## config.mk

```make
export PLATFORM = sky130hd
export DESIGN_NAME = lobm_ctrl_flat
export DESIGN_NICKNAME = d
export VERILOG_FILES = /design/src/rtl/core/lobm_pkg.sv /design/src/rtl/core/lobm_if.sv /design/src/rtl/core/lobm_ctrl.sv /design/src/flat_wrapper.sv
export VERILOG_INCLUDE_DIRS = /design/src /design/src/rtl/core
export SDC_FILE = /design/constraint.sdc
export NUM_CORES = 1
export LEC_CHECK = 0
export BUFFER_PORTS_ARGS = -buffer_cell sky130_fd_sc_hd__buf_4
export CORE_ASPECT_RATIO = 1.75
export CORE_MARGIN = 5
export CORE_UTILIZATION = 25
export CTS_CLUSTER_SIZE = 24
export DETAILED_ROUTE_END_ITERATION = 12
export GPL_TIMING_DRIVEN = 0
export HOLD_SLACK_MARGIN = 0.15
export SLEW_MARGIN = 20
export SYNTH_ARGS = -nofsm -noshare
export SYNTH_HDL_FRONTEND = slang
export SYNTH_SLANG_ARGS = --single-unit
export TNS_END_PERCENT = 1
```

## constraint.sdc

```tcl
create_clock -name clk -period 6 [get_ports clk]
set_clock_uncertainty 0.1 [all_clocks]
set_input_delay 0.9 -clock clk [delete_from_list [all_inputs] [get_ports clk]]
set_output_delay 0.9 -clock clk [all_outputs]
set_load 0.01 [all_outputs]
```

## src/rtl/core/limit_order_book_matcher_assert.svh

```systemverilog
// Assertion macros shared by the order book RTL.
// Define NO_ASSERTIONS to compile them away.
`ifndef LIMIT_ORDER_BOOK_MATCHER_ASSERT_SVH
`define LIMIT_ORDER_BOOK_MATCHER_ASSERT_SVH
`ifndef NO_ASSERTIONS
// Check cons in the same cycle as ante
`define LOBM_ASSERT_IMPL(label, clk, rst_n, ante, cons, msg) \
  label: assert property (@(posedge clk) disable iff (!rst_n) (ante) |-> (cons)) \
    else $error(msg);
// Check cons in the cycle after ante
`define LOBM_ASSERT_NEXT(label, clk, rst_n, ante, cons, msg) \
  label: assert property (@(posedge clk) disable iff (!rst_n) (ante) |=> (cons)) \
    else $error(msg);
`else
`define LOBM_ASSERT_IMPL(label, clk, rst_n, ante, cons, msg)
`define LOBM_ASSERT_NEXT(label, clk, rst_n, ante, cons, msg)
`endif
`endif

```

## src/rtl/core/lobm_pkg.sv

```systemverilog
`default_nettype none
package lobm_pkg;

  localparam int ID_W     = 64;
  localparam int QTY_W    = 32;
  localparam int PRICE_W  = 8;
  localparam int STATUS_W = 3;
  localparam int FILLS_W  = 9;
  localparam int SEQ_W    = 64;

  // Tick levels per side; ticks at or above this saturate to the top level
  localparam int PRICE_LEVELS = 256;

  localparam logic CMD_ADD    = 1'b0;
  localparam logic CMD_CANCEL = 1'b1;
  localparam logic SIDE_BUY   = 1'b0;
  localparam logic SIDE_SELL  = 1'b1;

  typedef enum logic [STATUS_W-1:0] {
    STAT_RESTED    = 3'd0,
    STAT_FILLED    = 3'd1,
    STAT_CANCELLED = 3'd2,
    STAT_UNKNOWN   = 3'd3,
    STAT_FULL      = 3'd4,
    STAT_DUP       = 3'd5,
    STAT_ZERO      = 3'd6
  } lobm_status_t;

  typedef enum logic [1:0] {
    S_IDLE,
    S_SCAN,
    S_DONE
  } lobm_state_t;

  typedef enum logic [1:0] {
    OP_NONE,
    OP_INSERT,
    OP_KILL,
    OP_TRADE
  } lobm_op_t;

  // Order being worked, seen by every cell
  typedef struct packed {
    logic [ID_W-1:0]    id;
    logic               side;
    logic [PRICE_W-1:0] price;
  } lobm_query_t;

  // Write to one cell of the row
  typedef struct packed {
    lobm_op_t           op;
    logic [ID_W-1:0]    id;
    logic               side;
    logic [PRICE_W-1:0] price;
    logic [QTY_W-1:0]   qty;
    logic [SEQ_W-1:0]   seq;
  } lobm_upd_t;

  // Scan result handed from cell to cell
  typedef struct packed {
    logic               hit;
    logic               free_found;
    logic               best_found;
    logic [PRICE_W-1:0] best_price;
    logic [SEQ_W-1:0]   best_seq;
    logic [QTY_W-1:0]   best_qty;
  } lobm_cand_t;

endpackage
`default_nettype wire

```

## src/rtl/core/lobm_if.sv

```systemverilog
`default_nettype none
interface lobm_in_if;
  logic                         valid;
  logic                         ready;
  logic                         cmd;
  logic [lobm_pkg::ID_W-1:0]    order_id;
  logic                         side;
  logic [lobm_pkg::PRICE_W-1:0] price_tick;
  logic [lobm_pkg::QTY_W-1:0]   quantity;

  modport source (output valid, cmd, order_id, side, price_tick, quantity, input ready);
  modport sink   (input valid, cmd, order_id, side, price_tick, quantity, output ready);
endinterface

interface lobm_out_if;
  logic                          valid;
  logic                          ready;
  logic [lobm_pkg::STATUS_W-1:0] status;
  logic [lobm_pkg::QTY_W-1:0]    filled_quantity;
  logic [lobm_pkg::QTY_W-1:0]    resting_quantity;
  logic [lobm_pkg::FILLS_W-1:0]  fill_count;

  modport source (output valid, status, filled_quantity, resting_quantity, fill_count,
                  input ready);
  modport sink   (input valid, status, filled_quantity, resting_quantity, fill_count,
                  output ready);
endinterface
`default_nettype wire

```

## src/rtl/core/lobm_ctrl.sv

```systemverilog
`default_nettype none
`include "limit_order_book_matcher_assert.svh"
module lobm_ctrl #(
  parameter int MAX_ORDERS = 256
) (
  input  wire logic                              clk,
  input  wire logic                              rst_n,
  lobm_in_if.sink                                in_ch,
  lobm_out_if.source                             out_ch,
  output lobm_pkg::lobm_query_t                  q,
  output lobm_pkg::lobm_upd_t                    upd,
  output logic [$clog2(MAX_ORDERS)-1:0]          upd_idx,
  input  wire lobm_pkg::lobm_cand_t              cand,
  input  wire logic [$clog2(MAX_ORDERS)-1:0]     hit_idx,
  input  wire logic [$clog2(MAX_ORDERS)-1:0]     free_idx,
  input  wire logic [$clog2(MAX_ORDERS)-1:0]     best_idx
);

  localparam int CNT_W = $clog2(MAX_ORDERS + 1);
  localparam int PW    = lobm_pkg::PRICE_W;
  localparam int QW    = lobm_pkg::QTY_W;
  localparam int FW    = lobm_pkg::FILLS_W;

  lobm_pkg::lobm_state_t        state_r, state_nxt;
  lobm_pkg::lobm_status_t       status_r, status_nxt;
  logic                         cmd_r, cmd_nxt;
  logic [lobm_pkg::ID_W-1:0]    id_r, id_nxt;
  logic                         side_r, side_nxt;
  logic [PW-1:0]                price_r, price_nxt;
  logic [QW-1:0]                rem_r, rem_nxt;
  logic [QW-1:0]                filled_r, filled_nxt;
  logic [FW-1:0]                fills_r, fills_nxt;
  logic                         first_r, first_nxt;
  logic [CNT_W-1:0]             cnt_r, cnt_nxt;
  logic [CNT_W-1:0]             live_r, live_nxt;
  logic [lobm_pkg::SEQ_W-1:0]   seq_r, seq_nxt;
  logic                         out_valid_r, out_valid_nxt;
  logic [lobm_pkg::STATUS_W-1:0] out_status_r, out_status_nxt;
  logic [QW-1:0]                out_filled_r, out_filled_nxt;
  logic [QW-1:0]                out_resting_r, out_resting_nxt;
  logic [FW-1:0]                out_fills_r, out_fills_nxt;
  logic                         accept;
  logic                         scan_end;
  logic                         finish;
  logic                         out_load;
  logic                         full;
  logic [QW-1:0]                trade_q;

  assign in_ch.ready = (state_r == lobm_pkg::S_IDLE);
  assign accept      = in_ch.valid && in_ch.ready;
  assign scan_end    = (state_r == lobm_pkg::S_SCAN) && (cnt_r == CNT_W'(MAX_ORDERS));
  assign out_load    = (state_r == lobm_pkg::S_DONE) && (!out_valid_r || out_ch.ready);
  assign full        = (live_r == CNT_W'(MAX_ORDERS));
  assign trade_q     = (rem_r < cand.best_qty) ? rem_r : cand.best_qty;

  assign q.id    = id_r;
  assign q.side  = side_r;
  assign q.price = price_r;

  // Next state
  always_comb begin
    state_nxt = state_r;
    case (state_r)
      lobm_pkg::S_IDLE: if (accept) state_nxt = lobm_pkg::S_SCAN;
      lobm_pkg::S_SCAN: if (finish) state_nxt = lobm_pkg::S_DONE;
      lobm_pkg::S_DONE: if (out_load) state_nxt = lobm_pkg::S_IDLE;
      default:          state_nxt = lobm_pkg::S_IDLE;
    endcase
  end

  // Datapath and cell writes
  always_comb begin
    cmd_nxt    = cmd_r;
    id_nxt     = id_r;
    side_nxt   = side_r;
    price_nxt  = price_r;
    rem_nxt    = rem_r;
    filled_nxt = filled_r;
    fills_nxt  = fills_r;
    first_nxt  = first_r;
    cnt_nxt    = cnt_r;
    live_nxt   = live_r;
    seq_nxt    = seq_r;
    status_nxt = status_r;
    finish     = 1'b0;
    upd        = '0;
    upd.op     = lobm_pkg::OP_NONE;
    upd_idx    = '0;
    case (state_r)
      lobm_pkg::S_IDLE: begin
        if (accept) begin
          cmd_nxt    = in_ch.cmd;
          id_nxt     = in_ch.order_id;
          side_nxt   = in_ch.side;
          price_nxt  = (32'(in_ch.price_tick) >= lobm_pkg::PRICE_LEVELS) ?
                       PW'(lobm_pkg::PRICE_LEVELS - 1) : in_ch.price_tick;
          rem_nxt    = in_ch.quantity;
          filled_nxt = '0;
          fills_nxt  = '0;
          first_nxt  = 1'b1;
          cnt_nxt    = '0;
        end
      end
      lobm_pkg::S_SCAN: begin
        cnt_nxt = cnt_r + CNT_W'(1);
        if (scan_end) begin
          cnt_nxt   = '0;
          first_nxt = 1'b0;
          if (cmd_r == lobm_pkg::CMD_CANCEL) begin
            // Cancel: drop the resting order if the id is known
            finish = 1'b1;
            if (cand.hit) begin
              upd.op     = lobm_pkg::OP_KILL;
              upd_idx    = hit_idx;
              live_nxt   = live_r - CNT_W'(1);
              status_nxt = lobm_pkg::STAT_CANCELLED;
            end else begin
              status_nxt = lobm_pkg::STAT_UNKNOWN;
            end
          end else if (first_r && rem_r == '0) begin
            finish     = 1'b1;
            status_nxt = lobm_pkg::STAT_ZERO;
          end else if (first_r && cand.hit) begin
            finish     = 1'b1;
            status_nxt = lobm_pkg::STAT_DUP;
          end else if (first_r && full) begin
            finish     = 1'b1;
            status_nxt = lobm_pkg::STAT_FULL;
          end else if (cand.best_found) begin
            // Trade against the best crossing order, then scan again unless the add is filled
            upd.op     = lobm_pkg::OP_TRADE;
            upd.qty    = trade_q;
            upd_idx    = best_idx;
            rem_nxt    = rem_r - trade_q;
            filled_nxt = filled_r + trade_q;
            fills_nxt  = fills_r + FW'(1);
            if (cand.best_qty == trade_q) begin
              live_nxt = live_r - CNT_W'(1);
            end
            if (rem_r == trade_q) begin
              finish     = 1'b1;
              status_nxt = lobm_pkg::STAT_FILLED;
            end
          end else begin
            // Nothing left to cross: rest the remainder
            finish     = 1'b1;
            upd.op     = lobm_pkg::OP_INSERT;
            upd.id     = id_r;
            upd.side   = side_r;
            upd.price  = price_r;
            upd.qty    = rem_r;
            upd.seq    = seq_r;
            upd_idx    = free_idx;
            live_nxt   = live_r + CNT_W'(1);
            seq_nxt    = seq_r + 64'd1;
            status_nxt = lobm_pkg::STAT_RESTED;
          end
        end
      end
      default: begin
      end
    endcase
  end

  // Result word register
  always_comb begin
    out_valid_nxt   = out_valid_r && !out_ch.ready;
    out_status_nxt  = out_status_r;
    out_filled_nxt  = out_filled_r;
    out_resting_nxt = out_resting_r;
    out_fills_nxt   = out_fills_r;
    if (out_load) begin
      out_valid_nxt   = 1'b1;
      out_status_nxt  = status_r;
      out_filled_nxt  = filled_r;
      out_resting_nxt = (status_r == lobm_pkg::STAT_RESTED) ? rem_r : '0;
      out_fills_nxt   = fills_r;
    end
  end

  always_ff @(posedge clk) begin
    if (!rst_n) begin
      state_r     <= lobm_pkg::S_IDLE;
      live_r      <= '0;
      seq_r       <= '0;
      cnt_r       <= '0;
      first_r     <= 1'b0;
      out_valid_r <= 1'b0;
    end else begin
      state_r     <= state_nxt;
      live_r      <= live_nxt;
      seq_r       <= seq_nxt;
      cnt_r       <= cnt_nxt;
      first_r     <= first_nxt;
      out_valid_r <= out_valid_nxt;
    end
  end

  always_ff @(posedge clk) begin
    cmd_r         <= cmd_nxt;
    id_r          <= id_nxt;
    side_r        <= side_nxt;
    price_r       <= price_nxt;
    rem_r         <= rem_nxt;
    filled_r      <= filled_nxt;
    fills_r       <= fills_nxt;
    status_r      <= status_nxt;
    out_status_r  <= out_status_nxt;
    out_filled_r  <= out_filled_nxt;
    out_resting_r <= out_resting_nxt;
    out_fills_r   <= out_fills_nxt;
  end

  assign out_ch.valid            = out_valid_r;
  assign out_ch.status           = out_status_r;
  assign out_ch.filled_quantity  = out_filled_r;
  assign out_ch.resting_quantity = out_resting_r;
  assign out_ch.fill_count       = out_fills_r;

  `LOBM_ASSERT_IMPL(a_insert_room, clk, rst_n, upd.op == lobm_pkg::OP_INSERT, live_r < CNT_W'(MAX_ORDERS), "insert into a full book")
  `LOBM_ASSERT_IMPL(a_trade_size, clk, rst_n, upd.op == lobm_pkg::OP_TRADE, upd.qty != '0 && upd.qty <= rem_r, "trade size out of range")
  `LOBM_ASSERT_NEXT(a_trade_rescan, clk, rst_n, upd.op == lobm_pkg::OP_TRADE && !finish, state_r == lobm_pkg::S_SCAN && cnt_r == '0, "partial fill did not start a new scan")

endmodule
`default_nettype wire
```

## src/flat_wrapper.sv

```systemverilog
// flat-port wrapper written by rule: the top's interface ports become plain ports
module lobm_ctrl_flat 
#(
  parameter int MAX_ORDERS = 256
)
  (clk, rst_n, q, upd, upd_idx, cand, hit_idx, free_idx, best_idx, in_ch_valid, in_ch_cmd, in_ch_order_id, in_ch_side, in_ch_price_tick, in_ch_quantity, in_ch_ready, out_ch_valid, out_ch_status, out_ch_filled_quantity, out_ch_resting_quantity, out_ch_fill_count, out_ch_ready);
  lobm_in_if in_ch_i ();
  lobm_out_if out_ch_i ();
  input  wire logic clk;
  input  wire logic rst_n;
  output lobm_pkg::lobm_query_t q;
  output lobm_pkg::lobm_upd_t upd;
  output logic [$clog2(MAX_ORDERS)-1:0] upd_idx;
  input  wire lobm_pkg::lobm_cand_t cand;
  input  wire logic [$clog2(MAX_ORDERS)-1:0] hit_idx;
  input  wire logic [$clog2(MAX_ORDERS)-1:0] free_idx;
  input  wire logic [$clog2(MAX_ORDERS)-1:0] best_idx;
  input wire logic [$bits(in_ch_i.valid)-1:0] in_ch_valid;
  input wire logic [$bits(in_ch_i.cmd)-1:0] in_ch_cmd;
  input wire logic [$bits(in_ch_i.order_id)-1:0] in_ch_order_id;
  input wire logic [$bits(in_ch_i.side)-1:0] in_ch_side;
  input wire logic [$bits(in_ch_i.price_tick)-1:0] in_ch_price_tick;
  input wire logic [$bits(in_ch_i.quantity)-1:0] in_ch_quantity;
  output wire logic [$bits(in_ch_i.ready)-1:0] in_ch_ready;
  output wire logic [$bits(out_ch_i.valid)-1:0] out_ch_valid;
  output wire logic [$bits(out_ch_i.status)-1:0] out_ch_status;
  output wire logic [$bits(out_ch_i.filled_quantity)-1:0] out_ch_filled_quantity;
  output wire logic [$bits(out_ch_i.resting_quantity)-1:0] out_ch_resting_quantity;
  output wire logic [$bits(out_ch_i.fill_count)-1:0] out_ch_fill_count;
  input wire logic [$bits(out_ch_i.ready)-1:0] out_ch_ready;
  assign in_ch_i.valid = in_ch_valid;
  assign in_ch_i.cmd = in_ch_cmd;
  assign in_ch_i.order_id = in_ch_order_id;
  assign in_ch_i.side = in_ch_side;
  assign in_ch_i.price_tick = in_ch_price_tick;
  assign in_ch_i.quantity = in_ch_quantity;
  assign in_ch_ready = in_ch_i.ready;
  assign out_ch_valid = out_ch_i.valid;
  assign out_ch_status = out_ch_i.status;
  assign out_ch_filled_quantity = out_ch_i.filled_quantity;
  assign out_ch_resting_quantity = out_ch_i.resting_quantity;
  assign out_ch_fill_count = out_ch_i.fill_count;
  assign out_ch_i.ready = out_ch_ready;
  lobm_ctrl #(.MAX_ORDERS(MAX_ORDERS)) u_core (.clk(clk), .rst_n(rst_n), .in_ch(in_ch_i), .out_ch(out_ch_i), .q(q), .upd(upd), .upd_idx(upd_idx), .cand(cand), .hit_idx(hit_idx), .free_idx(free_idx), .best_idx(best_idx));
endmodule
```

==> impl_metrics.tcl <==
set metrics [dict create \
    cts_buffers 35 \
    slew_viol_final 0 \
    yosys.area.top_type "edfxtp_1" \
    p_leak_nw 10.5 \
    ios 571 \
    critPathKind "in2reg" \
    yosys.cell_count.top_type "and2_1" \
    crit_fanout 10 \
    nets 2708 \
    worstPathArrival_ns 5.89 \
    reg2reg_slack_ns 0.29 \
    grt_start_max_net_pins 60 \
    irDropWorstVdd_v 0.000186 \
    gp_congestion 0.888 \
    finalCritPeriodShare_pct 95.4 \
    wl_um 73700 \
    regArea_sq_um 8510 \
    multi_input_area_sq_um 9270 \
    synth_warnings 0 \
    syn_to_final_growth_pct 34.6 \
    postCtsHoldBufs 0 \
    track_usage_pct 17.7 \
    fin_setup_tns_ns 0 \
    fin_util_pct 33.8 \
    clk_latency_ns 0.56 \
    finalPower_mw 6.91 \
    min_period_ns 5.73 \
    finalSetupViolCount 0 \
    clock_sinks 312 \
    synth_area_sq_um 18300 \
    grt.overflow.total 0 \
    syn_nets 2157 \
    drive_above_1_share_pct 26.7 \
    worst_pin_slew_ns 1.06 \
    p_per_area_nw_per_um2 281 \
    synth_area_leaders "edfxtp_1 (37%), dfxtp_1 (9.4%), and2_1 (8.1%)" \
    relSlewSlack_pct 29.6 \
    final_area_sq_um 24600 \
    synth_area_per_cell_sq_um 10.1 \
    synth_top_area_share_pct 37.1 \
    place_area_sq_um 23300 \
    yosysSeqAreaShare_pct 46.5 \
    setup.worst_path.start "cand[17]" \
    synthesis.instances 1814 \
    num_rows 131 \
    initial_core_util_pct 25.1 \
    grt_pass1_wl_um 105000 \
    r2r_end "u_core.filled_r[30]" \
    status "complete, no violations" \
    die_x_um 214 \
    p_clk_share_pct 31.2 \
    p_seq_share_pct 38.0 \
    die_y_um 368 \
    internal_power_mw 4.56 \
    setup_slack_ns 0.275 \
    die_area_sq_um 78900 \
    critPathLaunchType "primary input" \
    hold_path.class "reg2reg" \
    switchingPower_mw 2.35 \
    p_sw_share_pct 34.0 \
    hp-start "u_core.filled_r[23]" \
    avgViaCountPerCell 4.84 \
    post-dp-hpwl_um 59600 \
    required_ns 6.16 \
    synth_edf_count 226 \
    power_frac_comb_pct 30.8 \
    synth.distinct_cells 81 \
    max_freq_mhz 175 \
    crit_path_end "u_core.filled_r[30]" \
    grt_pass1_vias 16000 \
    antenna_found_initial 8 \
    fp.coreArea_sq_um 72800 \
    port_buffers 496 \
    route.detailed.drc 0 \
    htree_levels 2 \
    dp_slack_ns -1.40 \
    tritoncts "done" \
    nFillCells 7531 \
    max-cap-violations 0 \
    hold_viol_final 0 \
    cts_buffer_depth 3 \
    root_buffer "clkbuf_16" \
    synth.ff_latch_count 312 \
    yosys-top-cells-count "and2_1 (238), edfxtp_1 (226), nor2_1 (124)" \
    dr.pass1.iters 5 \
    synth_flop_cell "edfxtp_1" \
    worstSetupEndpointType "flip-flop" \
    path_clk_slew_ns 0.07 \
    ys_async_sr_fraction_pct 0 \
    vias 16100 \
    drt_iter0_markers 1102 \
    antenna_left 0 \
    r2r_cells 21 \
    r2r_start "u_core.rem_r[16]" \
    wl_per_cell_um 22.2 \
]
==> kinds of logic (layout without fill, tap and decap cells) <==
kind of cell,after synthesis,count (layout),share of synthesized area (%)
AOI/OAI and AO/OA,333,333,11.6
muxes,42,42,2.31
other,0,2,0
DFF,312,312,46.5
adders and majority gates,102,102,7.06
and+or+nand+nor,731,731,22.4
xor gates and xnor gates,140,140,6.71
buffers and inverters,154,727,3.37
==> area by class of cell <==
| class | instances | area share (%) |
|---|---|---|
| antenna | 2 | 0.0203 |
| buffer | 67 | 1.18 |
| clock buffer | 40 | 3.81 |
| clock inverter | 19 | 0.651 |
| inverter | 87 | 1.34 |
| multi-input combinational | 1348 | 37.7 |
| sequential | 312 | 34.6 |
| tap | 931 | 4.73 |
| timing repair buffer | 514 | 16.1 |
==> routing by layer <==
layer  global-route usage (%)  wire, um
met5                        0        34
met4                     7.64      3520
met3                     4.52      5690
met2                     31.5     36300
met1                     19.9     28100
==> timing repair <==
| action | CTS | global route |
|---|---|---|
| resized for setup | 7 | 15 |
| pin swaps | 2 | 1 |
| setup endpoints to repair | 27 | 13 |
| setup buffers | 3 | 10 |
==> power groups by stage <==
stage	registers (mW)	logic (mW)	clock network [mW]
after global placement	2.68	2.01	0
after CTS	2.63	2.06	2.23
final	2.62	2.13	2.16
after detailed placement	2.67	2.03	0
after global routing	2.63	2.33	2.31
after floorplan	2.63	1.40	0
==> sequential cells by signal, indices dropped and copies added (netlist names) <==
| register | cells |
|---|---|
| u_core.out_ch.resting_quantity | 32 |
| u_core.live_r | 9 |
| u_core.price_r | 8 |
| u_core.state_r | 2 |
| u_core.cmd_r | 1 |
| u_core.out_ch.valid | 1 |
| u_core.fills_r | 9 |
| u_core.rem_r | 32 |
| u_core.out_ch.fill_count | 9 |
| u_core.side_r | 1 |
| u_core.seq_r | 64 |
| u_core.status_r | 3 |
| u_core.cnt_r | 9 |
| u_core.first_r | 1 |
| u_core.id_r | 64 |
| u_core.out_ch.status | 3 |
| u_core.out_ch.filled_quantity | 32 |
| u_core.filled_r | 32 |
==> critical path: stages <==
cell       delay, ns
buf_4           0.12
inv_1           0.04
ha_1            0.30
a21o_1          0.16
a21o_1          0.17
a21oi_1         0.14
nor2_1          0.08
o41ai_4         0.43
nand2_4         0.21
buf_4           0.26
nand2_1         0.08
o21ai_0         0.20
ha_1            0.33
fa_1            0.47
a211oi_2        0.23
o21bai_1        0.16
o41a_1          0.46
o21ai_2         0.26
nand2_1         0.21
o2111ai_2       0.27
a31oi_1         0.15
nor3_1          0.15
nor3_1          0.08
==> worst min-delay path by stage <==
stage / slack (ns) / depth (start not counted) / to
after floorplan: 0.33 / 0 / u_core.out_ch.status[2]
after global placement: 0.33 / 0 / u_core.out_ch.status[1]
after detailed placement: 0.35 / 0 / u_core.out_ch.filled_quantity[18]
after CTS: 0.37 / 0 / u_core.out_ch.filled_quantity[23]
after global routing: 0.38 / 1 / u_core.price_r[7]
final: 0.37 / 0 / u_core.out_ch.filled_quantity[23]
==> cell usage in the layout (no fill, tap or decap), drive strengths merged, types with 27 or more instances in the layout <==
cell type	count
and2	241
a21o	27
clkbuf	91
edfxtp	226
buf	530
xor2	72
and3	28
nand4	27
mux2i	41
inv	89
nand3	49
nor4	28
a21oi	67
nor2	124
ha	100
nand2	124
o21ai	102
a211oi	45
dfxtp	86
xnor2	68
==> through the flow <==
step / std cells / hold slack, ns
2_1_floorplan: 1814 / 0.327
3_3_place_gp: 3241 / 0.329
3_5_place_dp: 3246 / 0.352
4_1_cts: 3308 / 0.366
5_1_grt: 3318 / 0.382
6_report: 3320 / 0.366
Note: power is estimated with default switching activity, not from simulation.
