`config.mk`:
```
export PLATFORM = sky130hd
export DESIGN_NAME = lobm_cell
export DESIGN_NICKNAME = d
export VERILOG_FILES = /design/src/rtl/core/lobm_pkg.sv /design/src/rtl/core/lobm_cell.sv
export VERILOG_INCLUDE_DIRS = /design/src /design/src/rtl/core
export SDC_FILE = /design/constraint.sdc
export NUM_CORES = 1
export LEC_CHECK = 0
export ABC_AREA = 1
export BUFFER_PORTS_ARGS = -buffer_cell sky130_fd_sc_hd__buf_2
export CAP_MARGIN = 20
export CORE_MARGIN = 3
export CORE_UTILIZATION = 30
export CTS_CLUSTER_SIZE = 16
export DETAILED_ROUTE_END_ITERATION = 10
export REMOVE_ABC_BUFFERS = 1
export SETUP_SLACK_MARGIN = 0.4
export SYNTH_ARGS = -nofsm -noshare
export SYNTH_HDL_FRONTEND = slang
export SYNTH_SLANG_ARGS = --single-unit
```
`constraint.sdc`:
```
create_clock -name clk -period 18.9 [get_ports clk]
set_clock_uncertainty 0.2 [all_clocks]
set_input_delay 0.945 -clock clk [delete_from_list [all_inputs] [get_ports clk]]
set_output_delay 0.945 -clock clk [all_outputs]
set_load 0.01 [all_outputs]
```
`src/rtl/core/limit_order_book_matcher_assert.svh`:
```
// Assertion macros shared by the order book RTL.
// Define NO_ASSERTIONS to compile them away.
`ifndef LIMIT_ORDER_BOOK_MATCHER_ASSERT_SVH
`define LIMIT_ORDER_BOOK_MATCHER_ASSERT_SVH
`ifndef NO_ASSERTIONS
// Check cons in the same cycle as ante
`define LOBM_ASSERT_IMPL(label, clk, rst_n, ante, cons, msg) \
  label: assert property (@(posedge clk) disable iff (!rst_n) (ante) |-> (cons)) \
    else $error(msg);
// Check cons in the cycle after ante
`define LOBM_ASSERT_NEXT(label, clk, rst_n, ante, cons, msg) \
  label: assert property (@(posedge clk) disable iff (!rst_n) (ante) |=> (cons)) \
    else $error(msg);
`else
`define LOBM_ASSERT_IMPL(label, clk, rst_n, ante, cons, msg)
`define LOBM_ASSERT_NEXT(label, clk, rst_n, ante, cons, msg)
`endif
`endif

```
`src/rtl/core/lobm_pkg.sv`:
```
`default_nettype none
package lobm_pkg;

  localparam int ID_W     = 64;
  localparam int QTY_W    = 32;
  localparam int PRICE_W  = 8;
  localparam int STATUS_W = 3;
  localparam int FILLS_W  = 9;
  localparam int SEQ_W    = 64;

  // Tick levels per side; ticks at or above this saturate to the top level
  localparam int PRICE_LEVELS = 256;

  localparam logic CMD_ADD    = 1'b0;
  localparam logic CMD_CANCEL = 1'b1;
  localparam logic SIDE_BUY   = 1'b0;
  localparam logic SIDE_SELL  = 1'b1;

  typedef enum logic [STATUS_W-1:0] {
    STAT_RESTED    = 3'd0,
    STAT_FILLED    = 3'd1,
    STAT_CANCELLED = 3'd2,
    STAT_UNKNOWN   = 3'd3,
    STAT_FULL      = 3'd4,
    STAT_DUP       = 3'd5,
    STAT_ZERO      = 3'd6
  } lobm_status_t;

  typedef enum logic [1:0] {
    S_IDLE,
    S_SCAN,
    S_DONE
  } lobm_state_t;

  typedef enum logic [1:0] {
    OP_NONE,
    OP_INSERT,
    OP_KILL,
    OP_TRADE
  } lobm_op_t;

  // Order being worked, seen by every cell
  typedef struct packed {
    logic [ID_W-1:0]    id;
    logic               side;
    logic [PRICE_W-1:0] price;
  } lobm_query_t;

  // Write to one cell of the row
  typedef struct packed {
    lobm_op_t           op;
    logic [ID_W-1:0]    id;
    logic               side;
    logic [PRICE_W-1:0] price;
    logic [QTY_W-1:0]   qty;
    logic [SEQ_W-1:0]   seq;
  } lobm_upd_t;

  // Scan result handed from cell to cell
  typedef struct packed {
    logic               hit;
    logic               free_found;
    logic               best_found;
    logic [PRICE_W-1:0] best_price;
    logic [SEQ_W-1:0]   best_seq;
    logic [QTY_W-1:0]   best_qty;
  } lobm_cand_t;

endpackage
`default_nettype wire

```
`src/rtl/core/lobm_cell.sv`:
```
`default_nettype none
`include "limit_order_book_matcher_assert.svh"
module lobm_cell #(
  parameter int IDX_W    = 8,
  parameter int CELL_IDX = 0
) (
  input  wire logic                 clk,
  input  wire logic                 rst_n,
  input  wire lobm_pkg::lobm_query_t q,
  input  wire lobm_pkg::lobm_upd_t  upd,
  input  wire logic [IDX_W-1:0]     upd_idx,
  input  wire lobm_pkg::lobm_cand_t cand_in,
  input  wire logic [IDX_W-1:0]     hit_idx_in,
  input  wire logic [IDX_W-1:0]     free_idx_in,
  input  wire logic [IDX_W-1:0]     best_idx_in,
  output lobm_pkg::lobm_cand_t      cand_out,
  output logic [IDX_W-1:0]          hit_idx_out,
  output logic [IDX_W-1:0]          free_idx_out,
  output logic [IDX_W-1:0]          best_idx_out
);

  localparam logic [IDX_W-1:0] MY_IDX = IDX_W'(CELL_IDX);

  logic                                valid_r, valid_nxt;
  logic [lobm_pkg::ID_W-1:0]           id_r, id_nxt;
  logic                                side_r, side_nxt;
  logic [lobm_pkg::PRICE_W-1:0]        price_r, price_nxt;
  logic [lobm_pkg::QTY_W-1:0]          qty_r, qty_nxt;
  logic [lobm_pkg::SEQ_W-1:0]          seq_r, seq_nxt;
  lobm_pkg::lobm_cand_t                cand_r, cand_nxt;
  logic [IDX_W-1:0]                    hit_idx_r, hit_idx_nxt;
  logic [IDX_W-1:0]                    free_idx_r, free_idx_nxt;
  logic [IDX_W-1:0]                    best_idx_r, best_idx_nxt;
  logic                                sel;
  logic                                hit_here;
  logic                                crosses;
  logic                                eligible;
  logic                                price_better;
  logic                                better;

  assign sel = (upd_idx == MY_IDX);

  // Apply writes aimed at this cell
  always_comb begin
    valid_nxt = valid_r;
    id_nxt    = id_r;
    side_nxt  = side_r;
    price_nxt = price_r;
    qty_nxt   = qty_r;
    seq_nxt   = seq_r;
    if (sel) begin
      case (upd.op)
        lobm_pkg::OP_INSERT: begin
          valid_nxt = 1'b1;
          id_nxt    = upd.id;
          side_nxt  = upd.side;
          price_nxt = upd.price;
          qty_nxt   = upd.qty;
          seq_nxt   = upd.seq;
        end
        lobm_pkg::OP_KILL: begin
          valid_nxt = 1'b0;
        end
        lobm_pkg::OP_TRADE: begin
          qty_nxt   = qty_r - upd.qty;
          valid_nxt = (qty_r != upd.qty);
        end
        default: begin
        end
      endcase
    end
  end

  // Merge this cell into the scan word from the left neighbour
  always_comb begin
    hit_here     = valid_r && (id_r == q.id);
    crosses      = (q.side == lobm_pkg::SIDE_BUY) ? (price_r <= q.price) : (price_r >= q.price);
    eligible     = valid_r && (side_r != q.side) && crosses;
    price_better = (q.side == lobm_pkg::SIDE_BUY) ? (price_r < cand_in.best_price)
                                                  : (price_r > cand_in.best_price);
    better       = !cand_in.best_found || price_better ||
                   ((price_r == cand_in.best_price) && (seq_r < cand_in.best_seq));
    cand_nxt     = cand_in;
    hit_idx_nxt  = hit_idx_in;
    free_idx_nxt = free_idx_in;
    best_idx_nxt = best_idx_in;
    if (hit_here) begin
      cand_nxt.hit = 1'b1;
      hit_idx_nxt  = MY_IDX;
    end
    if (!valid_r && !cand_in.free_found) begin
      cand_nxt.free_found = 1'b1;
      free_idx_nxt        = MY_IDX;
    end
    if (eligible && better) begin
      cand_nxt.best_found = 1'b1;
      cand_nxt.best_price = price_r;
      cand_nxt.best_seq   = seq_r;
      cand_nxt.best_qty   = qty_r;
      best_idx_nxt        = MY_IDX;
    end
  end

  // Control state
  always_ff @(posedge clk) begin
    if (!rst_n) begin
      valid_r <= 1'b0;
      cand_r  <= '0;
    end else begin
      valid_r <= valid_nxt;
      cand_r  <= cand_nxt;
    end
  end

  // Order payload and scan indices
  always_ff @(posedge clk) begin
    id_r       <= id_nxt;
    side_r     <= side_nxt;
    price_r    <= price_nxt;
    qty_r      <= qty_nxt;
    seq_r      <= seq_nxt;
    hit_idx_r  <= hit_idx_nxt;
    free_idx_r <= free_idx_nxt;
    best_idx_r <= best_idx_nxt;
  end

  assign cand_out     = cand_r;
  assign hit_idx_out  = hit_idx_r;
  assign free_idx_out = free_idx_r;
  assign best_idx_out = best_idx_r;

  `LOBM_ASSERT_IMPL(a_cell_live_target, clk, rst_n, sel && (upd.op == lobm_pkg::OP_KILL || upd.op == lobm_pkg::OP_TRADE), valid_r, "cancel or trade aimed at an empty cell")
  `LOBM_ASSERT_IMPL(a_cell_free_target, clk, rst_n, sel && upd.op == lobm_pkg::OP_INSERT, !valid_r, "insert over a resting order")

endmodule
`default_nettype wire

```
==> run summary, run 1 <==
Final std cells w/o fill -> 3091
WP data arrival -> 4150 ps
Gpl congestion -> 0.890
H-tree Lvls -> 2
Final setup viols -> 0
Post-Synthesis Cells -> 1871
Hold Fails Final Rpt -> 0
Area contributors post-synth -> edfxtp_1 32%, dfxtp_1 17%, ha_1 8.8%
Dpl cells -> 3013
Fill count -> 5363
Area taken by multi-input logic gates -> 6400 um^2
CTS tree -> built
Hold-fix buffers at CTS -> 0
RSZ-0062 raised after global routing -> false
Area share of the largest cell type after synthesis -> 0.324
Setup tns final -> 0 ps
Final net count -> 2868
Commonest non-fill, non-tap cell in the layout -> buf_2
Die height -> 235 um
Post-synth top flop -> edfxtp_1
Antenna-violating nets left -> 0
Synth area leader -> edfxtp_1
Synth Register Bits -> 301
Wire length of the first global-routing pass -> 72900 um
Initial Utilization -> 0.304
Run status -> completed
Num CTS Buffers -> 37
CP peak stage delay -> 770 ps
Row cnt -> 83
Wire length per cell -> 15.9 um
CP Launch Type -> register
Initial DRC count -> 829
TritonCTS Sinks -> 301
Max-cap violations -> 0
Hold Path Class -> in2reg
Dpl hpwl -> 38100 um
Reg clk slew, reported paths -> 60 ps
Vias in the first global route -> 13700
Number of remaining DRC errors -> 0
GR Util All Layers -> 0.168
Die W -> 235 um
Clk Latency, worst-skew pair -> 540 ps
Cell Pwr Density -> 79.8 nW/um^2
Actual slew at the worst max-slew pin -> 967 ps
Post-synthesis sequential area ratio -> 0.493
GRT overflow -> 0
Layout area overhead -> 28.8%
Synth Warn # -> 0
Post-CTS Setup Bufs -> 0
Initial antenna violation count -> 12
LEAKAGE -> 10.1 nW
Synthesized cell area -> 15700 um^2
Highest-count cells in the layout ignoring fill and taps -> 514 x buf_2, 337 x inv_1, 313 x nand2_1, 199 x nor2_1, 182 x a21oi_1
DR pass1 iterations -> 5
Slowest-stage cell, CP -> buf_4
DR vias -> 14200
Cells along the critical path -> ha_1 > nand4_1 > nand3b_1 > nor2_1 > nand2_1 > nor2_1 > nand2_1 > a21oi_1 > nand2_1 > nand2_4 > buf_4 > and2_1 > nor2_1
Mean post-synth cell area -> 8.37 um^2
Yosys cell types -> 42
Critical Path RT -> 19110 ps
Fin crit share -> 0.208
Io pins -> 516
EDFF count, synth -> 169
F_max -> 0.254 GHz
FF/Latch Area -> 7720 um^2
PostCTS Resize Cnt -> 0
CTS Root Buffer Type -> clkbuf_16
PortBufs -> 515
Async SR Flop Fraction -> 0
Max Root-Sink Buffers -> 3
Fin crit period -> 3930 ps
DR vias/cell -> 4.58
Worst-path fanout max -> 86
Area of the die -> 55000 um^2
WS Path Type -> reg2reg
Layout cells sized above 1 -> 0.253
VDD IR-drop max -> 0.0000667 V
Routed wire length -> 49200 um
CORE AREA -> 51500 um^2
Crit. End Element -> register
Largest net degree at the start of global routing -> 93
Max-slew headroom -> 0.355
Slew Viols, Final -> 0
cell families after synthesis:
group / count (synthesis) / synth area share
xor+xnor: 31 / 0.0173
fa+ha+maj: 111 / 0.0891
buf+inv: 402 / 0.101
simple gates: 720 / 0.194
flops: 301 / 0.493
compound gates: 306 / 0.107
cell usage after synthesis, types with 8 or more instances:
cell type and number:
xnor2_1 13, a21oi_1 182, buf_2 24, nand2_1 314, o22ai_1 15, nor4_1 8
clkbuf_1 21, ha_1 110, dfxtp_1 132, nand4_1 14, nor2_1 200, buf_1 14
o21ai_0 66, xor2_1 18, nand3_1 148, or2_2 13, edfxtp_1 169, inv_1 337
nor3_1 11
path summary, 6_finish.rpt:
kind,start,endpoint,slack (ps),cells after the start
worst min register to register,qty_r[18],cand_out[18],390,4
worst max register to register,price_r[7],best_idx_out[5],14970,13
worst max-delay path,price_r[7],best_idx_out[5],14970,13
worst min-delay path,upd[32],seq_r[32],380,1
layout make-up:
type	count	share of cell area
multi-input combinational	1168	0.317
antenna	10	0.00124
clock inverter	20	0.0105
timing repair buffer	527	0.132
inverter	337	0.0627
sequential	301	0.383
clock buffer	48	0.0511
tap	680	0.0422
metrics by stage:
stage	cell area [um^2]	util	hold slack [ps]	setup WS (ps)	total power [mW]
2_1_floorplan	15400	-	262	6890	0.810
3_3_place_gp	18900	0.367	367	14470	0.898
3_5_place_dp	18900	0.367	386	14420	0.902
4_1_cts	20100	0.391	339	14960	1.64
5_1_grt	20200	0.391	345	14670	1.68
6_report	20200	0.392	383	14970	1.61
where the power goes:
group          total, mW  switching (mW)  internal, mW
Sequential         0.712         0.00476         0.707
Combinational      0.175           0.100        0.0749
Clock              0.724           0.283         0.441
state kept, by name (all words and copies together), names as in the netlist:
| signal | flops |
|---|---|
| best_idx_out | 8 |
| cand_out | 107 |
| free_idx_out | 8 |
| hit_idx_out | 8 |
| id_r | 64 |
| price_r | 8 |
| qty_r | 32 |
| seq_r | 64 |
| side_r | 1 |
| valid_r | 1 |
critical path, delay by kind of cell (launching register included):
kind / cells / cell delay [ps]
and+or+nand+nor: 10 / 1780
buffers and inverters: 1 / 770
DFF: 1 / 490
adders and majority gates: 1 / 360
AOI/OAI and AO/OA: 1 / 110
layer usage:
layer | part of all wire | global-route usage | vias up
li1 | - | - | 7130
met1 | 0.42 | 0.207 | 6479
met2 | 0.49 | 0.291 | 465
met3 | 0.075 | 0.0426 | 72
met4 | 0.021 | 0.0496 | 12
met5 | 0.0016 | 0 | -
(Power assumes the default switching activity.)
==> run 2, diff against run 1 <==
==> constraint.sdc (replaced) <==
create_clock -name clk -period 3.6 [get_ports clk]
set_clock_uncertainty 0.2 [all_clocks]
set_input_delay 0.18 -clock clk [delete_from_list [all_inputs] [get_ports clk]]
set_output_delay 0.18 -clock clk [all_outputs]
set_load 0.01 [all_outputs]
==> run 2 against run 1 <==
  * Core utilization increased by 6.8 points
  * Maximum frequency is 30% higher
  * Global-route usage grew 1.6 points
  * Count of clock-buffer cells in the layout rose by 9
  * Sequential power grew to 5.3 times the previous value
  * Register-to-register slack worse by 14000 ps
  * Routed wire length up 11%
  * Hold slack worse by 250 ps
  * Die area stayed put
  * First-iteration DRC count grew 13%
==> run summary, run 2 (synthesis results as in run 1) <==
Run status -> completed (unchanged)
GR Util All Layers -> 0.184 (was 0.168)
PortBufs -> 515 (unchanged)
Dpl hpwl -> 38500 um (was 38100 um)
Actual slew at the worst max-slew pin -> 1020 ps (was 967 ps)
Dpl cells -> 3030 (was 3013)
Slack of the critical path -> 573 ps (was 14970 ps)
Max-cap violations -> 0 (unchanged)
Wire length per cell -> 16.0 um (was 15.9 um)
Highest-count cells in the layout ignoring fill and taps -> 514 x buf_2, 337 x inv_1, 312 x nand2_1, 310 x dlygate4sd3_1, 197 x nor2_1 (was 514 x buf_2, 337 x inv_1, 313 x nand2_1, 199 x nor2_1, 182 x a21oi_1)
Final setup viols -> 0 (unchanged)
Largest net degree at the start of global routing -> 138 (was 93)
Area of the die -> 55000 um^2 (unchanged)
Fin crit share -> 0.841 (was 0.208)
DR pass1 iterations -> 6 (was 5)
CP Launch Type -> register (unchanged)
Max reg flops -> 107 (unchanged)
Num CTS Buffers -> 37 (unchanged)
Wire length of the first global-routing pass -> 80400 um (was 72900 um)
Setup tns final -> 0 ps (unchanged)
Final std cells w/o fill -> 3426 (was 3091)
Critical Path RT -> 3820 ps (was 19110 ps)
CORE AREA -> 51500 um^2 (unchanged)
F_max -> 0.330 GHz (was 0.254 GHz)
Die height -> 235 um (unchanged)
Cell Pwr Density -> 368 nW/um^2 (was 79.8 nW/um^2)
TritonCTS Sinks -> 301 (unchanged)
Max Root-Sink Buffers -> 3 (unchanged)
Fin crit period -> 3030 ps (was 3930 ps)
Max-slew headroom -> 0.321 (was 0.355)
DR vias -> 15900 (was 14200)
Clk Latency, worst-skew pair -> 540 ps (about the same)
Dpl ws -> 457 ps (was 14420 ps)
Crit. End Element -> register (unchanged)
VDD IR-drop max -> 0.000392 V (was 0.0000667 V)
RSZ-0062 raised after global routing -> false (unchanged)
GRT overflow -> 0 (unchanged)
Commonest non-fill, non-tap cell in the layout -> buf_2 (unchanged)
CTS tree -> built (unchanged)
Layout area overhead -> 51.2% (was 28.8%)
Slew Viols, Final -> 0 (unchanged)
LEAKAGE -> 11.6 nW (was 10.1 nW)
Initial Utilization -> 0.304 (unchanged)
WS Path Type -> reg2reg (unchanged)
CTS Root Buffer Type -> clkbuf_16 (unchanged)
Antenna-violating nets left -> 0 (unchanged)
Final net count -> 3208 (was 2868)
Fill count -> 4919 (was 5363)
Row cnt -> 83 (unchanged)
H-tree Lvls -> 2 (unchanged)
Hold Fails Final Rpt -> 0 (unchanged)
Initial DRC count -> 936 (was 829)
Reg clk slew, reported paths -> 60 ps (about the same)
Number of remaining DRC errors -> 0 (unchanged)
Gpl congestion -> 0.934 (was 0.890)
Initial antenna violation count -> 2 (was 12)
DR vias/cell -> 4.63 (was 4.58)
Layout cells sized above 1 -> 0.233 (was 0.253)
Vias in the first global route -> 15700 (was 13700)
WP data arrival -> 3250 ps (was 4150 ps)
Worst-path fanout max -> 54 (was 86)
Final Util -> 0.460 (was 0.392)
Die W -> 235 um (unchanged)
Placed Area -> 19100 um^2 (was 18900 um^2)
Routed wire length -> 54700 um (was 49200 um)
Io pins -> 516 (unchanged)
Hold Path Class -> in2reg (unchanged)
Fin area -> 23700 um^2 (was 20200 um^2)
==> run 2: changes by cell type in the layout (fill, tap and decap cells not counted), sizes merged, moves of 3 or more <==
cell | previous run | this run
clkbuf | 48 | 60
dlygate4sd3 | 0 | 310
diode | 10 | 7
bufinv | 4 | 1
buf | 527 | 552
clkinv | 12 | 7
clkinvlp | 3 | 0
==> run 2: layer usage <==
layer	vias up	track usage	share of wire
li1	7809	-	-
met1	7351	0.227	0.41
met2	589	0.316	0.49
met3	127	0.0326	0.064
met4	0	0.0797	0.039
met5	-	0	0
==> run 2: what timing repair did <==
action,in CTS,in global routing
gates resized for setup,0,10
setup buffers,0,8
hold buffers,310,0
endpoints found under the setup margin,0,76
endpoints found under the hold margin,301,0
==> run 2: worst max-delay path, stage by stage (launching register included) <==
cell and delay, ps:
edfxtp_1 420, ha_1 320, a21oi_1 140, nor2_1 70
a211oi_2 220, nand3b_1 160, a31oi_4 680, buf_12 310
nand3_1 180, nand2_1 100, nor2_1 50
==> run 2: worst paths after layout <==
path | start | end | slack [ps] | cells past startpoint
setup reg to reg | price_r[5] | cand_out[0] | 570 | 10
hold / removal | upd[169] | qty_r[29] | 130 | 4
setup / recovery | price_r[5] | cand_out[0] | 570 | 10
hold reg to reg | seq_r[59] | cand_out[91] | 400 | 4
==> run 2: stage by stage <==
stage / power [mW] / hold slack (ps)
final: 8.72 / 130
after global routing: 9.08 / 107
after CTS: 8.77 / 77.1
after detailed placement: 4.75 / 158
after global placement: 4.74 / 157
after floorplan: 4.25 / 77.6
==> run 2: power by group <==
part	switching [mW]	internal, mW	total (mW)
Sequential	0.0269	3.71	3.74
Combinational	0.615	0.652	1.27
Clock	1.49	2.22	3.71
Total	2.13	6.59	8.72
==> run 2: cell type report <==
cell class | instances | area [um^2] | share of cell area
well taps | 680 | 851 | 0.0359
multi-input cells | 1170 | 6460 | 0.273
clock buffers | 57 | 1120 | 0.0475
flip-flops and latches | 301 | 7720 | 0.326
repair buffers | 865 | 6160 | 0.260
clock inverters | 9 | 77.6 | 0.00328
inverters | 337 | 1260 | 0.0534
diodes | 7 | 17.5 | 0.000740
==> run 3, diff against run 2 <==
==> constraint.sdc (replaced) <==
create_clock -name clk -period 2.95 [get_ports clk]
set_clock_uncertainty 0.2 [all_clocks]
set_input_delay 0.1475 -clock clk [delete_from_list [all_inputs] [get_ports clk]]
set_output_delay 0.1475 -clock clk [all_outputs]
set_load 0.01 [all_outputs]
==> run 3 against run 2 <==
  * Sequential power rose by 22%
  * Final cell count rose by 1.6%
  * Routed wire length is 7.6% higher
  * Sequential share of layout area shrank 2.4 points
  * Count of clock-buffer cells in the layout is 5 lower
  * Critical endpoint is now cand_out[61]
  * Largest cell class unchanged
  * Via count rose by 2.6%
  * Die area stayed put
  * Register-to-register slack worse by 490 ps
  * Core utilization up 3.6 points
  * Total power grew 29%
  * First-iteration DRC count down 11%
  * Global-route usage rose by 1.3 points
==> run summary, run 3 (synthesis results as in run 1) <==
Max-slew headroom -> 0.346 (was 0.321)
DR vias/cell -> 4.68 (was 4.63)
Die height -> 235 um (unchanged)
Worst-path fanout max -> 8 (was 54)
Max reg flops -> 107 (unchanged)
Wire length of the first global-routing pass -> 86100 um (was 80400 um)
DR pass1 iterations -> 5 (was 6)
Fin crit period -> 2860 ps (was 3030 ps)
Io pins -> 516 (unchanged)
PortBufs -> 515 (unchanged)
Worst Hold Endpoint -> id_r[38] (was qty_r[29])
Final Util -> 0.496 (was 0.460)
FF/Latch Area -> 7720 um^2 (unchanged)
Initial antenna violation count -> 3 (was 2)
Gpl congestion -> 0.893 (was 0.934)
CORE AREA -> 51500 um^2 (unchanged)
Row cnt -> 83 (unchanged)
Antenna-violating nets left -> 0 (unchanged)
VDD IR-drop max -> 0.000367 V (was 0.000392 V)
Reg clk slew, reported paths -> 70 ps (was 60 ps)
Hold Fails Final Rpt -> 0 (unchanged)
Largest net degree at the start of global routing -> 108 (was 138)
WP data arrival -> 3140 ps (was 3250 ps)
Wire length per cell -> 16.9 um (was 16.0 um)
H-tree Lvls -> 2 (unchanged)
Dpl hpwl -> 38700 um (was 38500 um)
Max-cap violations -> 0 (unchanged)
Reg-to-Reg Start -> seq_r[62] (was price_r[5])
Layout area overhead -> 63.1% (was 51.2%)
Number of remaining DRC errors -> 0 (unchanged)
Final setup viols -> 0 (unchanged)
CP Launch Type -> register (unchanged)
Critical Path RT -> 3230 ps (was 3820 ps)
GRT overflow -> 0 (unchanged)
DR vias -> 16300 (was 15900)
GR Util All Layers -> 0.198 (was 0.184)
Area taken by multi-input logic gates -> 7490 um^2 (was 6460 um^2)
Actual slew at the worst max-slew pin -> 978 ps (was 1020 ps)
LEAKAGE -> 12.1 nW (was 11.6 nW)
R2R setup slack -> 90 ps (was 570 ps)
Num CTS Buffers -> 38 (was 37)
Dpl ws -> -130 ps (was 457 ps)
Fill count -> 4662 (was 4919)
Area of the die -> 55000 um^2 (unchanged)
Cell Pwr Density -> 439 nW/um^2 (was 368 nW/um^2)
Hold Startpoint -> upd[143] (was upd[169])
Clk Latency, worst-skew pair -> 540 ps (about the same)
Final net count -> 3262 (was 3208)
Commonest non-fill, non-tap cell in the layout -> buf_2 (unchanged)
Fin crit share -> 0.971 (was 0.841)
WS Path Type -> reg2reg (unchanged)
Routed wire length -> 58900 um (was 54700 um)
Hold path cells -> 2 (was 4)
Die W -> 235 um (unchanged)
RSZ-0062 raised after global routing -> true (was false)
Vias in the first global route -> 16400 (was 15700)
Run status -> completed (unchanged)
Slew Viols, Final -> 0 (unchanged)
R2r endpoint -> cand_out[61] (was cand_out[0])
Layout cells sized above 1 -> 0.320 (was 0.233)
Initial DRC count -> 829 (was 936)
Crit. End Element -> register (unchanged)
R2R depth -> 16 (was 10)
Initial Utilization -> 0.304 (unchanged)
Highest-count cells in the layout ignoring fill and taps -> 514 x buf_2, 329 x inv_1, 312 x dlygate4sd3_1, 286 x nand2_1, 185 x nor2_1 (was 514 x buf_2, 337 x inv_1, 312 x nand2_1, 310 x dlygate4sd3_1, 197 x nor2_1)
CTS Root Buffer Type -> clkbuf_16 (unchanged)
Hold Path Class -> in2reg (unchanged)
F_max -> 0.349 GHz (was 0.330 GHz)
Max Root-Sink Buffers -> 3 (unchanged)
TritonCTS Sinks -> 301 (unchanged)
Slack of the critical path -> 86.7 ps (was 573 ps)
CTS tree -> built (unchanged)
-- run 3: worst max-delay path by stage --
stage               slack, ps  depth (start not counted)  startpoint      endpoint
floorplan               -8260                          3  upd_idx[0]       id_r[0]
global placement          -90                         14   seq_r[62]  cand_out[31]
global route              -20                         16   seq_r[47]  cand_out[65]
finish                     90                         16   seq_r[62]  cand_out[61]
CTS                       -40                         16   seq_r[62]  cand_out[57]
detailed placement       -130                         14   seq_r[62]  cand_out[14]
-- run 3: power breakdown --
group          internal [mW]  leakage (nW)  switching, mW
logic                  0.956          8.84          0.862
registers               4.53          2.62         0.0318
clock network           2.92         0.615           1.93
-- run 3: area by class of cell --
cell class	count	area share
diodes	5	0.000490
clock buffers	52	0.0405
clock inverters	18	0.00930
inverters	337	0.0495
multi-input cells	1168	0.293
flip-flops and latches	301	0.302
well taps	680	0.0333
repair buffers	920	0.272
-- run 3: per-stage QoR --
stage               std cells  hold slack [ps]  instance area [um^2]  TNS [ps]  power [mW]
floorplan                1806             45.1                 15400  -1969590        5.19
global placement         3036              124                 19200     -3040        5.78
detailed placement       3036              126                 19200     -3520        5.80
CTS                      3434            -62.4                 24400      -952        11.2
global route             3477             78.6                 25500     -64.7        11.7
finish                   3481              117                 25600         0        11.2
-- run 3: per-layer routing --
layer / track usage / vias up / share of wire
met1: 0.236 / 7622 / 0.40
li1: - / 7925 / -
met4: 0.0897 / 4 / 0.039
met5: 0 / - / 0.00042
met2: 0.339 / 591 / 0.49
met3: 0.0450 / 152 / 0.068
-- run 3: critical path, cell delays in order (launching register included) --
cell	delay, ps
edfxtp_1	470
ha_4	320
nand2_4	50
nor2_4	120
nand4_1	170
nor4_4	280
nand2_2	100
nor2_4	110
nand2_1	70
nand2_2	70
nand2_4	80
buf_12	180
buf_12	160
buf_8	140
nand3_1	60
nand2_1	70
nor2_1	120
-- run 3: timing repair --
| item | CTS | global route |
|---|---|---|
| pin swaps | 39 | 62 |
| endpoints found under the hold margin | 301 | 10 |
| setup buffers | 9 | 36 |
| setup endpoints to repair | 125 | 131 |
| resized for setup | 114 | 163 |
| hold buffers | 311 | 1 |
| gates cloned | 8 | 5 |
